--- src/rtl/core/prhe_pkg.sv ---
// ---------------------------------------------------------------------------
// prhe_pkg
// Shared constants and types of the prefix rolling hash engine: store size,
// command and status codes, register indexes and the request bundle of the
// serial modular multiplier.
// ---------------------------------------------------------------------------
package prhe_pkg;

	// text store size
	localparam int MAX_LEN = 1024;
	localparam int LEN_W   = $clog2(MAX_LEN + 1);
	localparam int ADDR_W  = $clog2(MAX_LEN);

	// hash arithmetic width
	localparam int DATA_W    = 31;
	localparam int CHAR_W    = 8;
	localparam int MUL_STEPS = DATA_W;
	localparam int STEP_W    = $clog2(MUL_STEPS + 1);

	// command codes
	localparam logic [1:0] CMD_APPEND = 2'd0;
	localparam logic [1:0] CMD_QUERY  = 2'd1;
	localparam logic [1:0] CMD_CLEAR  = 2'd2;

	// status codes
	localparam logic [1:0] STATUS_OK    = 2'd0;
	localparam logic [1:0] STATUS_RANGE = 2'd1;
	localparam logic [1:0] STATUS_FULL  = 2'd2;

	// configuration registers
	localparam int          CFG_IDX_W   = 1;
	localparam logic [0:0]  CFG_MODULUS = 1'd0;
	localparam logic [0:0]  CFG_BASE    = 1'd1;
	localparam logic [30:0] MODULUS_RST = 31'd1000000007;
	localparam logic [30:0] BASE_RST    = 31'd31;
	localparam logic [30:0] MODULUS_MIN = 31'd2;

	// request to the serial multiplier: result = (a * b) mod m, b below m
	typedef struct packed {
		logic              start;
		logic [DATA_W-1:0] a;
		logic [DATA_W-1:0] b;
		logic [DATA_W-1:0] m;
	} mm_req_t;

endpackage

--- src/rtl/core/prhe_mulmod.sv ---
// ---------------------------------------------------------------------------
// prhe_mulmod
// Bit-serial modular multiplier. Walks the multiplicand MSB first, one bit a
// cycle: r = 2r + bit*b, then reduced below m by picking among r, r-m, r-2m.
// The multiplicand may be any value; b must already sit below m.
// ---------------------------------------------------------------------------
module prhe_mulmod (
	input  logic                          clk,
	input  logic                          arst_n,
	input  prhe_pkg::mm_req_t             req,
	output logic                          busy,
	output logic [prhe_pkg::DATA_W-1:0]   result
);

	logic [prhe_pkg::DATA_W-1:0] a_sh_q;
	logic [prhe_pkg::DATA_W-1:0] b_q;
	logic [prhe_pkg::DATA_W-1:0] m_q;
	logic [prhe_pkg::DATA_W-1:0] r_q;
	logic [prhe_pkg::STEP_W-1:0] cnt_q;

	logic [prhe_pkg::DATA_W+1:0] t_sum;
	logic [prhe_pkg::DATA_W+2:0] d1;
	logic [prhe_pkg::DATA_W+2:0] d2;
	logic [prhe_pkg::DATA_W-1:0] r_next;

	// one double-and-add step, three candidates side by side
	always_comb begin
		t_sum = {1'b0, r_q, 1'b0} + (a_sh_q[prhe_pkg::DATA_W-1] ? {2'b00, b_q} : '0);
		d1    = {1'b0, t_sum} - {3'b000, m_q};
		d2    = {1'b0, t_sum} - {2'b00, m_q, 1'b0};
		if (!d2[prhe_pkg::DATA_W+2]) begin
			r_next = d2[prhe_pkg::DATA_W-1:0];
		end else if (!d1[prhe_pkg::DATA_W+2]) begin
			r_next = d1[prhe_pkg::DATA_W-1:0];
		end else begin
			r_next = t_sum[prhe_pkg::DATA_W-1:0];
		end
	end

	// step counter
	always_ff @(posedge clk or negedge arst_n) begin
		if (!arst_n) begin
			cnt_q <= '0;
		end else if (req.start) begin
			cnt_q <= prhe_pkg::STEP_W'(prhe_pkg::MUL_STEPS);
		end else if (cnt_q != '0) begin
			cnt_q <= cnt_q - prhe_pkg::STEP_W'(1);
		end
	end

	// operand shift register and accumulator
	always_ff @(posedge clk) begin
		if (req.start) begin
			a_sh_q <= req.a;
			b_q    <= req.b;
			m_q    <= req.m;
			r_q    <= '0;
		end else if (cnt_q != '0) begin
			a_sh_q <= {a_sh_q[prhe_pkg::DATA_W-2:0], 1'b0};
			r_q    <= r_next;
		end
	end

	assign busy   = (cnt_q != '0);
	assign result = r_q;

endmodule

--- config.mk ---
export PLATFORM = sky130hd
export DESIGN_NAME = prhe_mulmod
export DESIGN_NICKNAME = d
export VERILOG_FILES = /design/src/rtl/core/prhe_pkg.sv /design/src/rtl/core/prhe_mulmod.sv
export SDC_FILE = /design/constraint.sdc
export NUM_CORES = 1
export LEC_CHECK = 0
export ABC_AREA = 1
export BUFFER_PORTS_ARGS = -buffer_cell sky130_fd_sc_hd__clkbuf_2
export CAP_MARGIN = 40
export CORE_MARGIN = 5
export CORE_UTILIZATION = 30
export CTS_BUF_LIST = sky130_fd_sc_hd__clkbuf_16
export DETAILED_ROUTE_END_ITERATION = 8
export PLACE_DENSITY = 0.44
export SLEW_MARGIN = 10
export SYNTH_ARGS = -nofsm -noshare
export SYNTH_HDL_FRONTEND = slang
export SYNTH_SLANG_ARGS = --single-unit
--- constraint.sdc ---
create_clock -name clk -period 3.5 [get_ports clk]
set_input_delay 0.7 -clock clk [delete_from_list [all_inputs] [get_ports clk]]
set_output_delay 0.7 -clock clk [all_outputs]
set_load 0.005 [all_outputs]
==> results.tsv <==
metric	value	unit
unrepaired setup endpoints after global routing	yes	
CP max FO	6	
first-pass GRT wire length	69.19	mm
type of the worst min-delay path	primary input to asynchronous set/reset pin	
hold_buf cts	0	
critical path type	flip-flop to flip-flop	
placed cells	2748	
clock root cell	clkbuf_16	
Worst Setup End Kind	flip-flop	
slowest CP cell	fa_2	
number of max-cap violations	0	
Slew HR	60.43	%
minimum clock period	4.062	ns
Peak VDD IR	411.4	uV
Final nets	2483	
top post-synthesis cells by area	edfxtp_1, nand2_1, ha_1	
Final Cycle Share	116.0	%
layout cell share with drive strength beyond 1	43.05	%
ANT cells	0	
outcome	finished, violations left	
Max Root-Sink Buffers	2	
Synth Cell Area	11630	um^2
clock skew	0.03227	ns
Final Setup Violations	31	
Mapped Cells	1750	
GRT Residual Overflow	0	
Fill cells	3781	
clk sink count	129	
Port Buffer Count	127	
Post-synth EDFFs	93	
synthesis-stage register bit count	129	
drt wl/cell	17.11	um
syn avg cell area	6.646	um^2
Total Die Area	42810	um^2
synth unique cells	45	
Finished Layout Cells	2820	
total number of vias	13120	
HPWL after DPL	37.48	mm
Required @ worst endpoint	3.88	ns
Placer Congestion	0.9496	
Startpoint Class	flip-flop	
Rows	72	
routed wire length	48.24	mm
Worst-Margin Slew	0.5936	ns
top cell type's share of synthesized area	24.01	%
Fmax	0.2462	GHz
Fin Hold WS	0.03322	ns
Leakage	0.009634	uW
CTS Buf Count	17	
PwrDens	984.7	nW/um^2
vias in the first global route	12840	
I/O pin count	128	
DRT iter0 DRCs	758	
data arrival time of the critical path	4.44	ns
largest net degree at the start of global routing	60	
Synth area leader	edfxtp_1	
Clk pin slew, worst setup/hold paths	0.07	ns
failing checks	setup timing	
vias per inst	4.651	
ANT nets after route	0	
sequential share of the synthesized area	30.42	%
Synth async-reset ratio	3.876	%
worst skew pair latency	0.49	ns
ys flop type	edfxtp_1	
CP max stage delay	0.39	ns
P&R area growth vs syn	63.88	%
core area	38470	um^2
first drt pass iteration count	5	
die outline height	206.9	um
starting density of the core	30.24	%
commonest non-fill, non-tap cell in the layout	nand2_1	
CTS tree	yes	
fin. max-slew vios	0	
syn_nets	1943	
initial antenna violation count	0	
DRC violations left	0	
H-tree levels	4	
commonest cells after routing, fill and taps aside	nand2_1, buf_4, inv_1, clkbuf_2, edfxtp_1	
die width	206.9	um
Top cell by count, worst path	nand2_4	
Final WS setup	-0.5617	ns
synth warn	0	
Tot GR Track Use	21.27	%
final hold violation count	0	
==> state kept, by name (all words and copies together) (netlist names) <==
signal,count
m_q,31
cnt_q,5
b_q,31
result,31
a_sh_q,31
==> what timing repair did <==
action	CTS	global route
pin swaps	11	97
cloned	1	10
gates resized for setup	107	389
endpoints found under the setup margin	31	31
setup buffers	6	26
==> power breakdown <==
part,leakage [uW],internal [uW],switching (uW)
clock,0.000242,903,766
combinational,0.00814,7200,7780
sequential,0.00125,1900,221
==> final cells by class <==
type | count | area [um^2] | area share [%]
sequential | 129 | 3538 | 18.56
clock inverter | 14 | 108.9 | 0.5711
multi-input combinational | 1294 | 8985 | 47.14
clock buffer | 17 | 425.4 | 2.232
tap | 518 | 648.1 | 3.400
timing repair buffer | 552 | 4215 | 22.11
inverter | 296 | 1140 | 5.980
==> cells in the mapped netlist (2+ instances only) <==
master / count
nand2_1: 581
nor2_2: 3
nor2_1: 137
a31oi_1: 2
nor3_1: 9
buf_4: 3
nand4_1: 32
nor2_4: 3
a21boi_0: 6
nand3_1: 97
dfxtp_1: 31
dfrtp_1: 5
xor2_1: 34
o21bai_1: 18
and2_1: 3
ha_1: 94
o31ai_1: 2
nor4_1: 4
or2_2: 5
a21o_1: 5
nor3_2: 2
xnor2_1: 25
buf_6: 4
inv_1: 294
edfxtp_1: 93
clkbuf_1: 17
a21oi_2: 2
nand2_2: 9
nand2_4: 3
o21ai_0: 62
a21oi_1: 136
nand3b_1: 9
fa_1: 3
buf_2: 6
==> stage by stage <==
| stage | setup slack [ns] | total power [uW] | setup TNS, ns | util (%) | instance area, um^2 |
|---|---|---|---|---|---|
| 2_1_floorplan | -0.001657 | 7812 | -0.001657 | - | 11740 |
| 3_3_place_gp | -0.9588 | 13730 | -28.09 | 41.10 | 15810 |
| 3_5_place_dp | -0.8972 | 13660 | -25.90 | 41.10 | 15810 |
| 4_1_cts | -0.5616 | 16030 | -15.81 | 43.95 | 16910 |
| 5_1_grt | -0.7679 | 20070 | -21.21 | 49.55 | 19060 |
| 6_report | -0.5617 | 18770 | -14.96 | 49.55 | 19060 |
==> worst max-delay path, delay by kind of cell (launching register included) <==
kind / cells / cell delay (ns)
compound gates: 2 / 0.33
xor+xnor: 1 / 0.12
fa+ha+maj: 3 / 0.81
buf+inv: 11 / 1.22
flops: 1 / 0.33
simple gates: 13 / 1.14
==> metal layers <==
| metal | track usage [%] | vias to the layer above | routed length, um |
|---|---|---|---|
| met5 | 0 | - | 0 |
| met4 | 8.144 | 0 | 2018 |
| met3 | 3.515 | 89 | 2011 |
| met2 | 34.56 | 277 | 22600 |
| met1 | 28.46 | 6056 | 21610 |
| li1 | - | 6693 | - |
==> path summary, 6_finish.rpt <==
check | from | endpoint | slack (ns) | cells after the start
max reg2reg | a_sh_q[30]$_DFFE_PP_ | result[11]$_SDFFE_PP0P_ | -0.56 | 30
min reg2reg | cnt_q[4]$_DFFE_PN0P_ | cnt_q[4]$_DFFE_PN0P_ | 0.48 | 1
min | arst_n | cnt_q[4]$_DFFE_PN0P_ | 0.03 | 1
max | a_sh_q[30]$_DFFE_PP_ | result[11]$_SDFFE_PP0P_ | -0.56 | 30
min in group clk | req[0] | m_q[0]$_DFFE_PP_ | 0.39 | 1
max in group asynchronous | arst_n | cnt_q[0]$_DFFE_PN0P_ | 3.32 | 1
==> cells by family after synthesis <==
family                     share of synthesized area [%]
xor gates and xnor gates                           4.443
AOI/OAI and AO/OA                                  11.08
DFF                                                30.42
adders and majority gates                          10.63
buffers and inverters                              10.99
and+or+nand+nor                                    32.43
No activity file was read; power rests on OpenSTA's default activity.
